## src/gtfd_pkg.sv

```systemverilog
// Package for the gamepad text frame decoder: character codes, frame
// positions, the stick word type and the button pair table.
// No dependencies.
`timescale 1ns / 1ps

package gtfd_pkg;

	// Character codes
	localparam logic [7:0] CHAR_TILDE = 8'h7E;
	localparam logic [7:0] CHAR_A     = 8'h41;
	localparam logic [7:0] CHAR_B     = 8'h42;
	localparam logic [7:0] CHAR_ONE   = 8'h31;
	localparam logic [7:0] CHAR_ZERO  = 8'h30;
	localparam logic [7:0] CHAR_NUL   = 8'h00;

	// Frame positions; FRAME_LEN also marks idle
	localparam int          POS_W       = 5;
	localparam logic [4:0]  FRAME_LEN   = 5'd18;
	localparam logic [4:0]  POS_OPEN    = 5'd0;
	localparam logic [4:0]  POS_PAIR_LAST = 5'd7;
	localparam logic [4:0]  POS_TRIG    = 5'd8;
	localparam logic [4:0]  POS_STICK_LAST = 5'd16;
	localparam logic [4:0]  POS_LX      = 5'd10;
	localparam logic [4:0]  POS_LY      = 5'd12;
	localparam logic [4:0]  POS_RX      = 5'd14;
	localparam logic [4:0]  POS_RY      = 5'd16;

	// Stick scaling: largest code inside the output range, and 65535/99 rounded up
	localparam int          STICK_MAX_CODE = 99;
	localparam int          STICK_STEP     = 662;

	typedef logic signed [15:0] stick_t;
	typedef logic signed [8:0]  digit_t;

	typedef struct packed {
		logic [15:0] first;
		logic [15:0] second;
	} pair_bits_t;

	// Button bits set by each pair position (1..7)
	function automatic pair_bits_t pair_bits(input logic [2:0] pos);
		pair_bits_t pb;
		begin
			unique case (pos)
				3'd1:    pb = '{first: 16'h1000, second: 16'h2000};
				3'd2:    pb = '{first: 16'h4000, second: 16'h8000};
				3'd3:    pb = '{first: 16'h0010, second: 16'h0020};
				3'd4:    pb = '{first: 16'h0004, second: 16'h0008};
				3'd5:    pb = '{first: 16'h0001, second: 16'h0002};
				3'd6:    pb = '{first: 16'h0100, second: 16'h0200};
				3'd7:    pb = '{first: 16'h0040, second: 16'h0080};
				default: pb = '{first: 16'h0000, second: 16'h0000};
			endcase
			return pb;
		end
	endfunction

endpackage

```

## src/gtfd_if.sv

```systemverilog
// Handshake interfaces for the gamepad text frame decoder: character input
// and report output channels. Depends on gtfd_pkg.
`timescale 1ns / 1ps

interface gtfd_text_if;
	logic       valid;
	logic       ready;
	logic [7:0] ch;
	logic       frame_start;

	modport source (output valid, ch, frame_start, input ready);
	modport sink   (input valid, ch, frame_start, output ready);
endinterface

interface gtfd_report_if;
	logic                valid;
	logic                ready;
	logic [15:0]         buttons;
	logic [7:0]          left_trigger;
	logic [7:0]          right_trigger;
	gtfd_pkg::stick_t    left_x;
	gtfd_pkg::stick_t    left_y;
	gtfd_pkg::stick_t    right_x;
	gtfd_pkg::stick_t    right_y;

	modport source (output valid, buttons, left_trigger, right_trigger,
		left_x, left_y, right_x, right_y, input ready);
	modport sink   (input valid, buttons, left_trigger, right_trigger,
		left_x, left_y, right_x, right_y, output ready);
endinterface

```

## src/gtfd_stick_scale.sv

```systemverilog
// Stick scaler: two-digit value to a clamped signed 16-bit stick word.
// Depends on gtfd_pkg.
`timescale 1ns / 1ps

module gtfd_stick_scale (
	input  gtfd_pkg::digit_t high_digit,
	input  logic [7:0]       low_ch,
	output gtfd_pkg::stick_t stick
);
	import gtfd_pkg::*;

	logic signed [12:0] code;
	logic [6:0]         code_lo;
	logic [1:0]         corr;
	logic [16:0]        scaled;

	// Form the decimal code from the held high digit and the low character
	assign code = 13'(high_digit) * 13'sd10
		+ 13'($signed({1'b0, low_ch})) - 13'($signed({1'b0, CHAR_ZERO}));
	assign code_lo = code[6:0];

	// code*65535/99 = 662*code - ceil(code/33) for code in 0..99
	always_comb begin
		if (code_lo == 7'd0) begin
			corr = 2'd0;
		end else if (code_lo <= 7'd33) begin
			corr = 2'd1;
		end else if (code_lo <= 7'd66) begin
			corr = 2'd2;
		end else begin
			corr = 2'd3;
		end
	end

	assign scaled = 17'(code_lo) * 17'(STICK_STEP) - 17'(corr);

	// Clamp outside 0..99, otherwise offset by -32768
	always_comb begin
		if (code < 13'sd0) begin
			stick = 16'sh8000;
		end else if (code > 13'(STICK_MAX_CODE)) begin
			stick = 16'sh7FFF;
		end else begin
			stick = $signed(scaled[15:0] ^ 16'h8000);
		end
	end

endmodule

```

## src/gamepad_text_frame_decoder.sv

```systemverilog
// Gamepad text frame decoder: one character per cycle, one report per good frame.
// A closing '~' passes the input stage register, then loads the report into the result register.
// Throughput: one character per cycle; the input stalls only while a report waits.
// Reset: asynchronous, active low; returns to idle until a start-flagged character.
// Depends on gtfd_pkg, gtfd_if and gtfd_stick_scale.
`timescale 1ns / 1ps

module gamepad_text_frame_decoder (
	input  logic         clk,
	input  logic         arst_n,
	gtfd_text_if.sink    text,
	gtfd_report_if.source report
);
	import gtfd_pkg::*;

	// Input stage
	logic       vld_s1;
	logic [7:0] ch_s1;
	logic       start_s1;

	// Frame state
	logic [POS_W-1:0] pos_q, pos_d;
	logic             frame_valid_q, frame_valid_d;
	logic [15:0]      buttons_q, buttons_d;
	logic             ltrig_q, ltrig_d;
	logic             rtrig_q, rtrig_d;
	digit_t           hi_q, hi_d;
	stick_t           lx_q, lx_d, ly_q, ly_d, rx_q, rx_d, ry_q, ry_d;

	// Result register
	logic        out_valid_q;
	logic [15:0] out_buttons_q;
	logic        out_ltrig_q, out_rtrig_q;
	stick_t      out_lx_q, out_ly_q, out_rx_q, out_ry_q;

	logic             adv;
	logic             emit;
	logic [POS_W-1:0] eff_pos;
	pair_bits_t       pb;
	stick_t           stick;
	logic             is_a, is_b;

	// Advance the input stage whenever the result register can take a report
	assign adv        = !out_valid_q || report.ready;
	assign text.ready = !vld_s1 || adv;

	gtfd_stick_scale u_scale (
		.high_digit(hi_q),
		.low_ch    (ch_s1),
		.stick     (stick)
	);

	assign eff_pos = start_s1 ? POS_OPEN : pos_q;
	assign pb      = pair_bits(eff_pos[2:0]);
	assign is_a    = (ch_s1 == CHAR_A) || (ch_s1 == CHAR_ONE);
	assign is_b    = (ch_s1 == CHAR_B) || (ch_s1 == CHAR_ONE);

	// Next frame state for the staged character
	always_comb begin
		pos_d         = pos_q;
		frame_valid_d = frame_valid_q;
		buttons_d     = buttons_q;
		ltrig_d       = ltrig_q;
		rtrig_d       = rtrig_q;
		hi_d          = hi_q;
		lx_d          = lx_q;
		ly_d          = ly_q;
		rx_d          = rx_q;
		ry_d          = ry_q;
		emit          = 1'b0;
		if (vld_s1 && adv && (eff_pos < FRAME_LEN)) begin
			pos_d = eff_pos + 5'd1;
			if (eff_pos == POS_OPEN) begin
				frame_valid_d = (ch_s1 == CHAR_TILDE);
				buttons_d     = '0;
				ltrig_d       = 1'b0;
				rtrig_d       = 1'b0;
				hi_d          = '0;
				lx_d          = '0;
				ly_d          = '0;
				rx_d          = '0;
				ry_d          = '0;
			end else begin
				if (ch_s1 == CHAR_NUL) begin
					frame_valid_d = 1'b0;
				end
				if (eff_pos <= POS_PAIR_LAST) begin
					buttons_d = buttons_q | (is_a ? pb.first : 16'h0000)
						| (is_b ? pb.second : 16'h0000);
				end else if (eff_pos == POS_TRIG) begin
					ltrig_d = is_a;
					rtrig_d = is_b;
				end else if (eff_pos <= POS_STICK_LAST) begin
					if (eff_pos[0]) begin
						hi_d = 9'($signed({1'b0, ch_s1})) - 9'($signed({1'b0, CHAR_ZERO}));
					end else begin
						case (eff_pos)
							POS_LX:  lx_d = stick;
							POS_LY:  ly_d = stick;
							POS_RX:  rx_d = stick;
							default: ry_d = stick;
						endcase
					end
				end else begin
					emit          = frame_valid_q && (ch_s1 == CHAR_TILDE);
					frame_valid_d = 1'b0;
				end
			end
		end
	end

	// Capture the input item
	always_ff @(posedge clk or negedge arst_n) begin
		if (!arst_n) begin
			vld_s1 <= 1'b0;
		end else if (text.ready) begin
			vld_s1 <= text.valid;
		end
	end

	always_ff @(posedge clk) begin
		if (text.ready && text.valid) begin
			ch_s1    <= text.ch;
			start_s1 <= text.frame_start;
		end
	end

	// Update control state
	always_ff @(posedge clk or negedge arst_n) begin
		if (!arst_n) begin
			pos_q         <= FRAME_LEN;
			frame_valid_q <= 1'b0;
		end else begin
			pos_q         <= pos_d;
			frame_valid_q <= frame_valid_d;
		end
	end

	// Hold frame fields
	always_ff @(posedge clk) begin
		buttons_q <= buttons_d;
		ltrig_q   <= ltrig_d;
		rtrig_q   <= rtrig_d;
		hi_q      <= hi_d;
		lx_q      <= lx_d;
		ly_q      <= ly_d;
		rx_q      <= rx_d;
		ry_q      <= ry_d;
	end

	// Result register: load on a report, drop when taken
	always_ff @(posedge clk or negedge arst_n) begin
		if (!arst_n) begin
			out_valid_q <= 1'b0;
		end else if (emit) begin
			out_valid_q <= 1'b1;
		end else if (report.ready) begin
			out_valid_q <= 1'b0;
		end
	end

	always_ff @(posedge clk) begin
		if (emit) begin
			out_buttons_q <= buttons_q;
			out_ltrig_q   <= ltrig_q;
			out_rtrig_q   <= rtrig_q;
			out_lx_q      <= lx_q;
			out_ly_q      <= ly_q;
			out_rx_q      <= rx_q;
			out_ry_q      <= ry_q;
		end
	end

	assign report.valid         = out_valid_q;
	assign report.buttons       = out_buttons_q;
	assign report.left_trigger  = {8{out_ltrig_q}};
	assign report.right_trigger = {8{out_rtrig_q}};
	assign report.left_x        = out_lx_q;
	assign report.left_y        = out_ly_q;
	assign report.right_x       = out_rx_q;
	assign report.right_y       = out_ry_q;

endmodule
```

## src/flat_wrapper.sv

```systemverilog
// flat-port wrapper written by rule: the top's interface ports become plain ports
module gamepad_text_frame_decoder_flat import gtfd_pkg::*;
  (clk, arst_n, text_valid, text_ch, text_frame_start, text_ready, report_valid, report_buttons, report_left_trigger, report_right_trigger, report_left_x, report_left_y, report_right_x, report_right_y, report_ready);
  gtfd_text_if text_i ();
  gtfd_report_if report_i ();
  input  logic clk;
  input  logic arst_n;
  input wire logic [$bits(text_i.valid)-1:0] text_valid;
  input wire logic [$bits(text_i.ch)-1:0] text_ch;
  input wire logic [$bits(text_i.frame_start)-1:0] text_frame_start;
  output wire logic [$bits(text_i.ready)-1:0] text_ready;
  output wire logic [$bits(report_i.valid)-1:0] report_valid;
  output wire logic [$bits(report_i.buttons)-1:0] report_buttons;
  output wire logic [$bits(report_i.left_trigger)-1:0] report_left_trigger;
  output wire logic [$bits(report_i.right_trigger)-1:0] report_right_trigger;
  output wire logic [$bits(report_i.left_x)-1:0] report_left_x;
  output wire logic [$bits(report_i.left_y)-1:0] report_left_y;
  output wire logic [$bits(report_i.right_x)-1:0] report_right_x;
  output wire logic [$bits(report_i.right_y)-1:0] report_right_y;
  input wire logic [$bits(report_i.ready)-1:0] report_ready;
  assign text_i.valid = text_valid;
  assign text_i.ch = text_ch;
  assign text_i.frame_start = text_frame_start;
  assign text_ready = text_i.ready;
  assign report_valid = report_i.valid;
  assign report_buttons = report_i.buttons;
  assign report_left_trigger = report_i.left_trigger;
  assign report_right_trigger = report_i.right_trigger;
  assign report_left_x = report_i.left_x;
  assign report_left_y = report_i.left_y;
  assign report_right_x = report_i.right_x;
  assign report_right_y = report_i.right_y;
  assign report_i.ready = report_ready;
  gamepad_text_frame_decoder u_core (.clk(clk), .arst_n(arst_n), .text(text_i), .report(report_i));
endmodule
```

## config.mk

```make
export PLATFORM = sky130hd
export DESIGN_NAME = gamepad_text_frame_decoder_flat
export DESIGN_NICKNAME = d
export VERILOG_FILES = /design/src/gtfd_pkg.sv /design/src/gtfd_if.sv /design/src/gtfd_stick_scale.sv /design/src/gamepad_text_frame_decoder.sv /design/src/flat_wrapper.sv
export SDC_FILE = /design/constraint.sdc
export NUM_CORES = 1
export LEC_CHECK = 0
export BUFFER_PORTS_ARGS = -buffer_cell sky130_fd_sc_hd__buf_2
export CORE_MARGIN = 2
export CORE_UTILIZATION = 60
export CTS_BUF_LIST = sky130_fd_sc_hd__clkbuf_4 sky130_fd_sc_hd__clkbuf_8
export DETAILED_ROUTE_END_ITERATION = 10
export PLACE_DENSITY = 0.83
export SLEW_MARGIN = 30
export SYNTH_ARGS = -nofsm -noshare
export SYNTH_HDL_FRONTEND = slang
export SYNTH_SLANG_ARGS = --single-unit
```

## constraint.sdc

```tcl
create_clock -name clk -period 7.1 [get_ports clk]
set_input_delay 0.355 -clock clk [delete_from_list [all_inputs] [get_ports clk]]
set_output_delay 0.355 -clock clk [all_outputs]
set_load 0.05 [all_outputs]
```

Word level (Yosys, flattened, before mapping). Index checks and enable logic that the tools add are counted.

Input bits: 13. Flip-flop bits (word level): 190. Output and inout bits: 98.

Equal/unequal tests: 19. Add/subtract/negate cells: 5. Muxes and demuxes: 50. $lt $le $gt $ge: 7. Bitwise operators: 3. Multiply operators: 2. Reductions and logical operators: 29.

Operators with widths (count): $mux 16 (24); $pmux 31 s7 (1); $mux 9 (4); $or 16x16->16 (2); $eq 8x7->1 const B (3); $reduce_and 6->1 (4); $eq 5x4->1 const B (4); $mux 1 (17); $reduce_bool 2->1 (8); $sub 16x2->16 (1); $mul 7x9->15 const B (1); $mux 15 (1); $add 13x9->13 (1); $gt 13x8->1 const B (1); $lt 13x1->1 const B (1); $sub 13x7->13 const B (1); $eq 3x3->1 const B (4); $mul 9x4->12 const B (1); $sub 8x6->9 const B (1); $eq 8x6->1 const B (1); $logic_not 8->1 (1); $le 7x6->1 const B (1); $le 7x7->1 const B (1); $logic_not 7->1 (1); other kinds (19) (30).

Logic depth before layout (Yosys ltp). Gate-level depths: netlist of run 1.

Word-level depth: 16. Gate-level depth with buffers: 25. Depth with buffers taken out: 25.

By module. Synthesis of run 1 repeated with hierarchy kept, for this count alone.

Cells, all modules: 675. Area total of the unflattened synthesis: 9366.5 um^2.

Modules (own cells, without submodules): gamepad_text_frame_decoder (times used 1, area each 6578.8 um^2, cells each 340, sequential area each 5547.8 um^2); gtfd_stick_scale (times used 1, area each 2787.7 um^2, cells each 335, sequential area each 0.0 um^2).

Worst setup path after synthesis of run 1. No wires, ideal clock.

Path type: register to register. Start: register u_core.hi_q[1]. End: register u_core.lx_q[15] (data pin). Setup time: 0.265 ns. Cell stages (with the launch flop): 23. Setup slack: 0.774 ns. Buffers on the path: 0. Clock period less this slack: 6.326 ns. Data arrival time: 6.061 ns. Path through: edfxtp_1 ha_1 ha_1 fa_1 ha_1 ha_1 and3_4 nor3_4 nor2_1 ha_1 inv_1 fa_1 ha_1 fa_1 ha_1 a21o_1 a221oi_2 xnor2_1 nor4b_2 nand4b_1 and4bb_1 xnor2_1 o211a_1.

Cells in the longest elaborated chain, start to end: 16.

Ends and longest elaborated chain: start, declared (RTL line gamepad_text_frame_decoder.sv:27) `digit_t hi_q, hi_d;`; start signal, assigned (RTL line gamepad_text_frame_decoder.sv:144) `hi_q <= hi_d;`; $mul 9x4->12 * (RTL line gtfd_stick_scale.sv:18) `assign code = 13'(high_digit) * 13'sd10`; $add 13x9->13 * (RTL line gtfd_stick_scale.sv:19) `+ 13'($signed({1'b0, low_ch})) - 13'($signed({1'b0, CHAR_ZERO}));`; $sub 13x7->13 * (RTL line gtfd_stick_scale.sv:19); parallel branches: the longest is 7 deep, another holds $sub 16x2->16; $mux 16 * (RTL line gtfd_stick_scale.sv:39) `if (code < 13'sd0) begin`; $mux 16 * (RTL line gamepad_text_frame_decoder.sv:97) `case (eff_pos)`; $mux 16 * (RTL line gamepad_text_frame_decoder.sv:94) `if (eff_pos[0]) begin`; $mux 16 * (RTL line gamepad_text_frame_decoder.sv:93) `end else if (eff_pos <= POS_STICK_LAST) begin`; $mux 16 * (RTL line gamepad_text_frame_decoder.sv:90) `end else if (eff_pos == POS_TRIG) begin`; $mux 16 * (RTL line gamepad_text_frame_decoder.sv:87) `if (eff_pos <= POS_PAIR_LAST) begin`; end signal, assigned (RTL line gamepad_text_frame_decoder.sv:145) `lx_q <= lx_d;`; end, declared (RTL line gamepad_text_frame_decoder.sv:28) `stick_t lx_q, lx_d, ly_q, ly_d, rx_q, rx_d, ry_q, ry_d;`.

Every way passes the cells marked *. The select of a mux whose other input is x is not followed. A chain may end at the register's enable or synchronous reset.

Worst setup path after layout of run 1.
Start: register u_core.hi_q[1]. End: register u_core.rx_q[15] (data pin).

Cells in the longest elaborated chain, start to end: 16.

Ends and longest elaborated chain: $mul 9x4->12 * (RTL line gtfd_stick_scale.sv:18); $add 13x9->13 * (RTL line gtfd_stick_scale.sv:19); $sub 13x7->13 * (RTL line gtfd_stick_scale.sv:19); parallel branches: the longest is 7 deep, another holds $sub 16x2->16; $mux 16 * (RTL line gtfd_stick_scale.sv:39); $mux 16 * (RTL line gamepad_text_frame_decoder.sv:97); $mux 16 * (RTL line gamepad_text_frame_decoder.sv:94); $mux 16 * (RTL line gamepad_text_frame_decoder.sv:93); $mux 16 * (RTL line gamepad_text_frame_decoder.sv:90); $mux 16 * (RTL line gamepad_text_frame_decoder.sv:87); end signal, assigned (RTL line gamepad_text_frame_decoder.sv:147) `rx_q <= rx_d;`; end, declared (RTL line gamepad_text_frame_decoder.sv:28).

Marks and branches as above.

==> results.txt, run 1 <==
The flow ran to the end, and the final reports show no timing, DRC or antenna violations. Clock tree synthesis selected as its root buffer the cell sky130_fd_sc_hd__clkbuf_8. The highest achievable clock rate is 149 MHz. The final non-filler cell total came out at 977. The fraction of final layout cells with drive strength greater than 1 is 0.222. The number of antenna violations at the first check in global routing was 0. The most used flip-flop cell after synthesis is sky130_fd_sc_hd__edfxtp_1. The detailed-placement wirelength estimate is 12500 um.

The number of buffers created by CTS came out at 17. Leaving out fill and tap cells, the most frequent cell in the layout is sky130_fd_sc_hd__edfxtp_1. The height of the die is 128 um. After routing, the total negative slack on setup checks comes to 0 ns. The x dimension of the die came out at 128 um. The cell depth of the worst hold path is 1. The global-route usage over all layers came out at 0.218. The start point of the critical path is u_core.hi_q[1]. The depth of the worst register-to-register path is 24. The startpoint of the most critical hold path is text_ch[3].

The path with the worst hold slack has its endpoint at u_core.ch_s1[3]. Of all nets on the critical path, the largest fanout is 6. After synthesis, the mean cell area works out to 13.7 sq um. The data arrival time of the worst path is 6.93 ns. The sequential fraction of the synthesis area came out at 0.603.

In the layout the commonest cells are sky130_fd_sc_hd__edfxtp_1, sky130_fd_sc_hd__buf_2, sky130_fd_sc_hd__ha_1. The detailed-routing iteration count for the pre-antenna-repair pass is 5. The count of yosys warnings during synthesis came out at 0. The total length of routed wires came out at 17300 um.

STA classifies the critical path endpoint as a flip-flop. In the finished design, the share of the clock period the worst path needs comes to 0.948. The worst setup path is of the reg -> reg kind. The floorplan die area is 16400 sq um. The register-to-register setup slack is 0.37 ns. Clock-pin slew was measured on the worst setup and hold paths at 0.10 ns.

The synthesized netlist occupies a cell area of 9210 sq um. The routability-driven placement congestion ratio is 0.860. The global-route wire length before repair is 27400 um. The final count of pins violating max slew is 0. The final setup violation count is 0. The worst setup path is launched from a flip-flop. The iteration-0 DRC count of the detailed router is 459. The maximum number of pins on one net before global-route repair came out at 81. In this run the critical register-to-register path is captured at u_core.rx_q[15]. The initial utilization of the core area, before any placement, comes to 0.610. The count of flip-flops with a built-in enable after synthesis came out at 178. The number of global-route vias before repair was 5467. The via count came out at 5701. The detail route stage leaves a number of antenna-violating nets equal to 0. In this run the core area contains 45 standard-cell rows. The shortest period the worst path allows came out at 6.73 ns.

The transition time at the pin with the least slew margin came out at 0.738 ns. The core area came out at 15100 sq um. After synthesis, the cell types taking the most area are sky130_fd_sc_hd__edfxtp_1, sky130_fd_sc_hd__ha_1, sky130_fd_sc_hd__xnor2_1.

Using the TritonRoute via totals, the vias-per-cell ratio works out to 5.84. The post-placement cell count is 944. The dominant cell type by area after synthesis is sky130_fd_sc_hd__edfxtp_1. The distinct cell type count of the synthesized netlist is 73. The number of instances in the synthesized netlist came out at 671. The final antenna diode count came out at 0. The average routed wire per standard cell is 17.7 um. The number of setup buffers added after CTS is 0.

The CTS H-tree depth is 4. The worst register-to-register path begins at u_core.hi_q[1]. TritonCTS built the clock tree. The clock latency on the worst-skew pair came out at 0.47 ns. In this run, synthesis produced a sequential element count of 186. The share of the synthesized area in the top cell type is 0.581. The share of flip-flops with an asynchronous set or reset after synthesis came out at 0.0430.

The I/O pin count came out at 111. The detailed-route DRC error count is 0. At the end of the flow, the number of nets in the layout was 888. The area overhead of the layout relative to synthesis is 12.2%. No sink is reached through more buffers than the 2 on the longest clock path. The remaining global-route overflow came out at 0. Measured against its own limit, the worst slew margin works out to 0.508.

The final hold violation count is 0. For the worst setup path, the data required time is 7.30 ns. The number of max-cap violations came out at 0. Once layout is complete, the utilization of the core stands at 0.684. The clock skew after layout is 0.0187 ns. In this run the worst hold path is classified as in -> reg. The clock sink count came out at 186.

Setup repair after global routing left no endpoint under its margin. The number of buffer cells added on primary ports is 108.
[flip-flops by register name (all words and copies together), names as in the netlist, 9 cells and up]
register	cells
u_core.report.left_x	16
u_core.ry_q	16
u_core.report.left_y	16
u_core.report.right_x	16
u_core.ly_q	16
u_core.lx_q	16
u_core.report.buttons	14
u_core.hi_q	9
u_core.rx_q	16
u_core.report.right_y	16
u_core.buttons_q	14
[timing repair]
action | in CTS | in global routing
hold buffers | 1 | 0
gates resized for setup | 0 | 6
setup endpoints to repair | 0 | 24
hold endpoints to repair | 8 | 0
[layer usage]
layer / vias to the layer above / GRT usage / wire length, um
li1: 2684 / - / -
met3: 20 / 0.0447 / 919
met4: 0 / 0.0711 / 229
met5: - / 0 / 0
met2: 217 / 0.364 / 8630
met1: 2780 / 0.290 / 7560
[worst max-delay path, cell delays in order, from the launching register on]
cell and delay (ns):
sky130_fd_sc_hd__edfxtp_1 0.43, sky130_fd_sc_hd__ha_1 0.31, sky130_fd_sc_hd__ha_1 0.24, sky130_fd_sc_hd__fa_1 0.42
sky130_fd_sc_hd__xnor2_1 0.15, sky130_fd_sc_hd__ha_1 0.27, sky130_fd_sc_hd__inv_1 0.04, sky130_fd_sc_hd__ha_1 0.36
sky130_fd_sc_hd__inv_1 0.12, sky130_fd_sc_hd__a21oi_4 0.21, sky130_fd_sc_hd__nor2_1 0.10, sky130_fd_sc_hd__ha_1 0.29
sky130_fd_sc_hd__inv_1 0.07, sky130_fd_sc_hd__fa_1 0.41, sky130_fd_sc_hd__ha_1 0.32, sky130_fd_sc_hd__fa_1 0.46
sky130_fd_sc_hd__ha_1 0.37, sky130_fd_sc_hd__a21o_1 0.23, sky130_fd_sc_hd__a221oi_2 0.35, sky130_fd_sc_hd__xnor2_1 0.18
sky130_fd_sc_hd__nor4b_4 0.32, sky130_fd_sc_hd__nand4b_1 0.17, sky130_fd_sc_hd__and4bb_1 0.31, sky130_fd_sc_hd__xnor2_1 0.07
sky130_fd_sc_hd__o211a_1 0.26
[worst max-delay path by stage]
stage	end	cells after the start	slack, ns
global route	u_core.rx_q[15]	24	0.07
detailed placement	u_core.ly_q[15]	21	0.24
CTS	u_core.rx_q[15]	21	0.22
finish	u_core.rx_q[15]	24	0.37
global placement	u_core.lx_q[15]	22	0.49
floorplan	u_core.lx_q[15]	22	0.77
[kinds of logic after synthesis]
family | count (synthesis) | synth area share
and+or+nand+nor | 149 | 0.0841
xor gates and xnor gates | 41 | 0.0398
muxes | 4 | 0.00503
buffers and inverters | 64 | 0.0336
other | 1 | 0.000407
DFF | 186 | 0.603
adders and majority gates | 99 | 0.142
AOI/OAI and AO/OA | 127 | 0.0927
[cell type report]
cell class                 count  area [sq um]
clock buffer                  17           234
tap                          188           235
multi-input combinational    422          3390
clock inverter                15           186
fill                        1014          4760
inverter                      33           124
timing repair buffer         116           607
sequential                   186          5550
[synth_stat cells, types with 3 or more instances]
library cell               number
sky130_fd_sc_hd__a21oi_1       42
sky130_fd_sc_hd__nor2b_1        6
sky130_fd_sc_hd__dfrtp_1        6
sky130_fd_sc_hd__xnor2_1       28
sky130_fd_sc_hd__a211oi_1       3
sky130_fd_sc_hd__nand3_1       16
sky130_fd_sc_hd__edfxtp_1     178
sky130_fd_sc_hd__o21a_1         6
sky130_fd_sc_hd__xor2_1        12
sky130_fd_sc_hd__and2_1         7
sky130_fd_sc_hd__nand2b_1      11
sky130_fd_sc_hd__ha_1          90
sky130_fd_sc_hd__buf_4         18
sky130_fd_sc_hd__a21o_1         6
sky130_fd_sc_hd__o21ai_1        5
sky130_fd_sc_hd__a31oi_1        8
sky130_fd_sc_hd__nand2_1       29
sky130_fd_sc_hd__nor3_1        10
sky130_fd_sc_hd__nor2_1        46
sky130_fd_sc_hd__clkbuf_1      12
sky130_fd_sc_hd__o31ai_1        5
sky130_fd_sc_hd__fa_1           9
sky130_fd_sc_hd__o22ai_1        3
sky130_fd_sc_hd__inv_1         32
sky130_fd_sc_hd__o21ai_0       19
sky130_fd_sc_hd__a32o_1         6
[metrics by stage]
step                      setup WS (ns)  area (sq um)  hold WS, ns
after floorplan                   0.774          9210       0.0594
after global placement            0.488          9850        0.207
after detailed placement          0.243          9860        0.215
after CTS                         0.221         10300       0.0270
after global routing             0.0671         10300       0.0263
final                             0.371         10300       0.0593
Power of run 1 is not shown: default switching activity piles up to over one toggle a cycle in this logic, so the estimate is an artifact.
==> inputs of run 2 (changes only) <==
==> constraint.sdc (replaced) <==
create_clock -name clk -period 7.1 [get_ports clk]
set_input_delay 0.71 -clock clk [delete_from_list [all_inputs] [get_ports clk]]
set_output_delay 0.71 -clock clk [all_outputs]
set_load 0.05 [all_outputs]
==> results.txt, run 2 (same netlist as run 1, synthesis figures left out) <==
The endpoint of the lowest-slack register-to-register path is u_core.rx_q[15] (unchanged). The via-per-instance ratio came out at 5.83 (was 5.84). The routability-driven placement congestion ratio came out at 0.860 (unchanged). The remaining max-slew budget at the tightest pin came out at 0.501 (was 0.508). The core area is 15100 sq um (unchanged). The largest driver fanout on the critical path came to 6 (unchanged). The via count came to 5687 (was 5701). The iteration-0 DRC count of the detailed router came out at 467 (was 459). The remaining antenna violation count after routing is 0 (unchanged). The effective utilization at floorplan is 0.610 (unchanged). The clock sink count was 186 (unchanged). The final count of pins violating max slew came out at 0 (unchanged). The post-CTS setup-driven buffer insertion count came to 0 (unchanged). The clock transition time at the flip-flop clock pins of the worst setup and hold paths is 0.10 ns (about the same). The number of antenna violations at the first check in global routing came to 0 (unchanged). The type of origin of the critical path is a flip-flop (unchanged).

The fraction of the cycle the final worst path needs came to 0.948 (about the same). The x dimension of the die is 128 um (unchanged). The global-route usage over all layers came to 0.218 (unchanged). The final total negative setup slack came out at 0 ns (unchanged). The number of buffers created by CTS came to 17 (unchanged). The startpoint-to-endpoint class of the critical path is reg -> reg (unchanged). The most common cell after layout, fill and taps aside is sky130_fd_sc_hd__edfxtp_1 (unchanged).

Status: completed (unchanged). The worst setup path endpoint was u_core.rx_q[15] (unchanged). The global-route wire length before repair came to 27400 um (unchanged). The root buffer cell is sky130_fd_sc_hd__clkbuf_8 (unchanged). The start point of the critical path was u_core.hi_q[1] (unchanged). The final layout net count is 887 (was 888). The clock latency on the worst-skew pair is 0.47 ns (about the same). The remaining global-route overflow was 0 (unchanged). The number of buffer cells added on primary ports is 108 (unchanged).

The detailed-placement wirelength estimate is 12500 um (unchanged). The required time of the critical path is 7.30 ns (about the same). The floorplan die area came out at 16400 sq um (unchanged). The CTS tree was yes (unchanged). The maximum number of pins on one net before global-route repair is 81 (unchanged). The area overhead of the layout relative to synthesis came out at 12.1% (was 12.2%). The height of the die is 128 um (unchanged). The shortest period the worst path allows is 6.73 ns (about the same). The CTS H-tree depth is 4 (unchanged). Commonest non-fill, non-tap cells in the layout: sky130_fd_sc_hd__edfxtp_1, sky130_fd_sc_hd__buf_2, sky130_fd_sc_hd__ha_1 (unchanged). The I/O pin count is 111 (unchanged). The startpoint of the worst register-to-register path was u_core.hi_q[1] (unchanged). Setup repair after global routing missed its margin: no (unchanged). The number of global-route vias before repair was 5467 (unchanged).

The detailed-routing iteration count for the pre-antenna-repair pass is 7 (was 5). The final hold violation count is 0 (unchanged). The depth of the worst register-to-register path is 24 (unchanged). The data arrival time of the worst path came out at 6.93 ns (about the same).

The worst hold-check path type is in -> async (was in -> reg). The kind of end point of the critical path is a flip-flop (unchanged). The row count was 45 (unchanged).

The fraction of final layout cells with drive strength greater than 1 was 0.222 (about the same). The average routed wire per standard cell is 17.8 um (was 17.7 um). The number of max-cap violations came to 0 (unchanged). The detailed-route DRC error count is 0 (unchanged). The register-to-register setup slack was 0.37 ns (about the same).

The clock skew after layout came out at 0.0166 ns (was 0.0187 ns). The final setup violation count came out at 0 (unchanged). The highest achievable clock rate came out at 149 MHz (about the same). The final antenna diode count is 0 (unchanged). The largest buffer count on any clock path is 2 (unchanged). The transition time at the pin with the least slew margin is 0.748 ns (was 0.738 ns). The total length of routed wires is 17400 um (was 17300 um).
run 2: cell types whose count changed in the layout (fill, tap and decap cells not counted), sizes merged:
cell	previous run	this run
dlygate4sd3	1	0
run 2: worst min path at each step:
stage | cells after the start | to | start | slack [ns]
2_1_floorplan | 0 | u_core.out_ltrig_q | u_core.ltrig_q | 0.40
3_3_place_gp | 0 | u_core.report.left_x[6] | u_core.lx_q[6] | 0.40
3_5_place_dp | 0 | u_core.report.left_y[12] | u_core.ly_q[12] | 0.40
4_1_cts | 1 | u_core.vld_s1 | arst_n | 0.05
5_1_grt | 1 | u_core.vld_s1 | arst_n | 0.06
6_report | 1 | u_core.vld_s1 | arst_n | 0.08
run 2: final cells by class:
cell class	instances	area, sq um
Clock buffer	17	234
Clock inverter	15	186
Sequential cell	186	5550
Inverter	33	124
Fill cell	1015	4770
Multi-Input combinational cell	422	3390
Tap cell	188	235
Timing Repair Buffer	115	597
run 2: per-layer routing:
metal  part of all wire  vias to the layer above  GRT usage
met5                  0                        -          0
met4              0.014                        0     0.0711
met3              0.053                       20     0.0447
met2               0.50                      214      0.364
met1               0.43                     2769      0.290
li1                   -                     2684          -
run 2: stage by stage:
step	instance area [sq um]	std cells	utilization	hold WS, ns	worst slack, ns
2_1_floorplan	9210	672	-	0.400	0.774
3_3_place_gp	9850	944	0.653	0.402	0.488
3_5_place_dp	9860	944	0.653	0.405	0.243
4_1_cts	10300	976	0.681	0.0500	0.221
5_1_grt	10300	976	0.684	0.0569	0.0671
6_report	10300	976	0.684	0.0804	0.370
run 2: what timing repair did:
action	in CTS	in global routing
hold buffers	0	0
endpoints found under the setup margin	0	24
resized for setup	0	6
run 2: worst max-delay path: stages (launching register included):
cell and delay, ns:
sky130_fd_sc_hd__edfxtp_1 0.43, sky130_fd_sc_hd__ha_1 0.31, sky130_fd_sc_hd__ha_1 0.24, sky130_fd_sc_hd__fa_1 0.42, sky130_fd_sc_hd__xnor2_1 0.15, sky130_fd_sc_hd__ha_1 0.27, sky130_fd_sc_hd__inv_1 0.04, sky130_fd_sc_hd__ha_1 0.36
sky130_fd_sc_hd__inv_1 0.12, sky130_fd_sc_hd__a21oi_4 0.21, sky130_fd_sc_hd__nor2_1 0.10, sky130_fd_sc_hd__ha_1 0.29, sky130_fd_sc_hd__inv_1 0.07, sky130_fd_sc_hd__fa_1 0.41, sky130_fd_sc_hd__ha_1 0.32, sky130_fd_sc_hd__fa_1 0.46
sky130_fd_sc_hd__ha_1 0.37, sky130_fd_sc_hd__a21o_1 0.23, sky130_fd_sc_hd__a221oi_2 0.35, sky130_fd_sc_hd__xnor2_1 0.18, sky130_fd_sc_hd__nor4b_4 0.32, sky130_fd_sc_hd__nand4b_1 0.17, sky130_fd_sc_hd__and4bb_1 0.31, sky130_fd_sc_hd__xnor2_1 0.07
sky130_fd_sc_hd__o211a_1 0.25
Power of run 2 is left out for the same reason.
==> inputs of run 3 (changes only) <==
Settings changed: BUFFER_PORTS_ARGS -buffer_cell sky130_fd_sc_hd__buf_2 to -buffer_cell sky130_fd_sc_hd__clkbuf_2, CTS_CLUSTER_DIAMETER set to 40, SETUP_SLACK_MARGIN set to 0.3.
==> results.txt, run 3 (same netlist as run 1, synthesis figures left out) <==
The data arrival time of the worst path came out at 6.72 ns (was 6.93 ns). The fraction of final layout cells with drive strength greater than 1 came to 0.231 (was 0.222). The detailed-placement wirelength estimate is 12400 um (was 12500 um). The register-to-register setup slack is 0.57 ns (was 0.37 ns). The remaining max-slew budget at the tightest pin is 0.469 (was 0.501). The clock latency on the worst-skew pair is 0.47 ns (about the same).

The final hold violation count is 0 (unchanged). The remaining antenna violation count after routing was 0 (unchanged). The endpoint of the lowest-slack register-to-register path is u_core.ry_q[13] (was u_core.rx_q[15]). The maximum number of pins on one net before global-route repair is 81 (unchanged). The number of global-route vias before repair came to 5335 (was 5467). Commonest non-fill, non-tap cells in the layout: sky130_fd_sc_hd__edfxtp_1, sky130_fd_sc_hd__clkbuf_2, sky130_fd_sc_hd__ha_1 (was sky130_fd_sc_hd__edfxtp_1, sky130_fd_sc_hd__buf_2, sky130_fd_sc_hd__ha_1).

The final layout net count is 890 (was 887). The number of antenna violations at the first check in global routing is 0 (unchanged). The CTS tree is yes (unchanged).

The final antenna diode count came to 0 (unchanged). Status: completed (unchanged). The post-cts hold buffer count is 0 (unchanged). The largest driver fanout on the critical path is 5 (was 6). The iteration-0 DRC count of the detailed router is 480 (was 467). The highest achievable clock rate came out at 153 MHz (was 149 MHz). The row count came out at 45 (unchanged). The depth of the worst register-to-register path is 25 (was 24). The root buffer cell is sky130_fd_sc_hd__clkbuf_8 (unchanged). The required time of the critical path was 7.29 ns (was 7.30 ns).

The detailed-routing iteration count for the pre-antenna-repair pass is 5 (was 7). The clock skew after layout came out at 0.0196 ns (was 0.0166 ns). The final worst slack came out at 0.570 ns (was 0.370 ns). The transition time at the pin with the least slew margin came to 0.797 ns (was 0.748 ns). The core area came out at 15100 sq um (unchanged). The final total negative setup slack was 0 ns (unchanged). The CTS H-tree depth came to 4 (unchanged). The number of max-cap violations is 0 (unchanged).

The most common cell after layout, fill and taps aside is sky130_fd_sc_hd__edfxtp_1 (unchanged). The average routed wire per standard cell is 17.5 um (was 17.8 um). The area overhead of the layout relative to synthesis is 12.8% (was 12.1%). The via-per-instance ratio is 5.82 (was 5.83). The startpoint of the worst register-to-register path is u_core.hi_q[1] (unchanged). The via count is 5693 (was 5687). The kind of end point of the critical path is a flip-flop (unchanged). The number of buffer cells added on primary ports came out at 108 (unchanged).

The final count of pins violating max slew is 0 (unchanged). The height of the die came out at 128 um (unchanged). The final standard cell area without fillers came out at 10400 sq um (was 10300 sq um).

The number of buffers created by CTS came out at 17 (unchanged). The floorplan die area is 16400 sq um (unchanged). The routability-driven placement congestion ratio came out at 0.855 (was 0.860). The I/O pin count was 111 (unchanged). The remaining global-route overflow came out at 0 (unchanged). The fraction of the cycle the final worst path needs is 0.920 (was 0.948). The clock transition time at the flip-flop clock pins of the worst setup and hold paths is 0.10 ns (about the same).

The effective utilization at floorplan is 0.610 (unchanged). The detailed-route DRC error count is 0 (unchanged). The shortest period the worst path allows is 6.53 ns (was 6.73 ns).

The x dimension of the die came to 128 um (unchanged). Setup repair after global routing missed its margin: no (unchanged). The startpoint-to-endpoint class of the critical path is reg -> reg (unchanged). The type of origin of the critical path is a flip-flop (unchanged). The global-route usage over all layers came to 0.211 (was 0.218). The final setup violation count is 0 (unchanged). The total length of routed wires came out at 17200 um (was 17400 um). The worst hold-check path type is in -> async (unchanged). The global-route wire length before repair came out at 26600 um (was 27400 um). The worst setup slack before clock tree synthesis came out at 0.307 ns (was 0.243 ns).

The clock sink count came out at 186 (unchanged). The largest buffer count on any clock path is 2 (unchanged). The placed instance area is 9860 sq um (unchanged).
run 3: cell types whose count changed in the layout (fill, tap and decap cells not counted), moves of 3 or more:
cell,change
sky130_fd_sc_hd__buf_4,+3
sky130_fd_sc_hd__ha_4,+4
sky130_fd_sc_hd__clkbuf_2,+108
sky130_fd_sc_hd__ha_1,-4
sky130_fd_sc_hd__buf_2,-108
run 3: critical path, stage by stage (launching register included):
cell and delay (ns):
sky130_fd_sc_hd__edfxtp_1 0.41, sky130_fd_sc_hd__ha_1 0.31, sky130_fd_sc_hd__ha_1 0.23, sky130_fd_sc_hd__fa_1 0.42
sky130_fd_sc_hd__xnor2_1 0.15, sky130_fd_sc_hd__ha_1 0.30, sky130_fd_sc_hd__inv_1 0.08, sky130_fd_sc_hd__ha_4 0.30
sky130_fd_sc_hd__inv_1 0.08, sky130_fd_sc_hd__a21oi_4 0.21, sky130_fd_sc_hd__nor2_1 0.10, sky130_fd_sc_hd__ha_1 0.30
sky130_fd_sc_hd__inv_1 0.07, sky130_fd_sc_hd__fa_1 0.42, sky130_fd_sc_hd__ha_1 0.32, sky130_fd_sc_hd__fa_1 0.55
sky130_fd_sc_hd__ha_4 0.23, sky130_fd_sc_hd__a21o_1 0.22, sky130_fd_sc_hd__a221oi_4 0.34, sky130_fd_sc_hd__xnor2_2 0.15
sky130_fd_sc_hd__nor4b_4 0.26, sky130_fd_sc_hd__buf_4 0.17, sky130_fd_sc_hd__nand3_1 0.11, sky130_fd_sc_hd__nor3b_2 0.24
sky130_fd_sc_hd__xnor2_1 0.18, sky130_fd_sc_hd__a21oi_2 0.12
run 3: metrics by stage:
step / hold slack (ns) / util / cells
floorplan: 0.400 / - / 672
global placement: 0.402 / 0.653 / 944
detailed placement: 0.405 / 0.653 / 944
CTS: 0.0560 / 0.680 / 977
global route: 0.0575 / 0.689 / 979
finish: 0.0707 / 0.689 / 979
run 3: layout make-up:
| type | instances | area (sq um) |
|---|---|---|
| Fill cell | 1000 | 4700 |
| Tap cell | 188 | 235 |
| Clock buffer | 17 | 234 |
| Clock inverter | 15 | 159 |
| Timing Repair Buffer | 118 | 619 |
| Sequential cell | 186 | 5550 |
| Inverter | 33 | 124 |
| Multi-Input combinational cell | 422 | 3470 |
run 3: routing by layer:
layer	vias to the layer above	global-route usage	wire length, um	share of wire
met5	-	0	0	0
met4	0	0.0692	278	0.016
met3	26	0.0396	1130	0.066
met2	284	0.354	8440	0.49
met1	2683	0.282	7310	0.43
li1	2700	-	-	-
run 3: worst max-delay path by stage:
stage          cells past startpoint      startpoint         endpoint
2_1_floorplan                     22  u_core.hi_q[1]  u_core.lx_q[15]
3_3_place_gp                      22  u_core.hi_q[1]  u_core.lx_q[15]
3_5_place_dp                      22  u_core.hi_q[3]  u_core.lx_q[15]
4_1_cts                           23  u_core.hi_q[3]  u_core.ly_q[13]
5_1_grt                           25  u_core.hi_q[3]  u_core.ly_q[13]
6_report                          25  u_core.hi_q[1]  u_core.ry_q[13]
run 3: timing repair:
action,in CTS,in global routing
cloned,0,0
gates resized for setup,0,15
pin swaps,1,7
setup buffers,1,2
setup endpoints to repair,4,24
Power of run 3 is left out for the same reason.
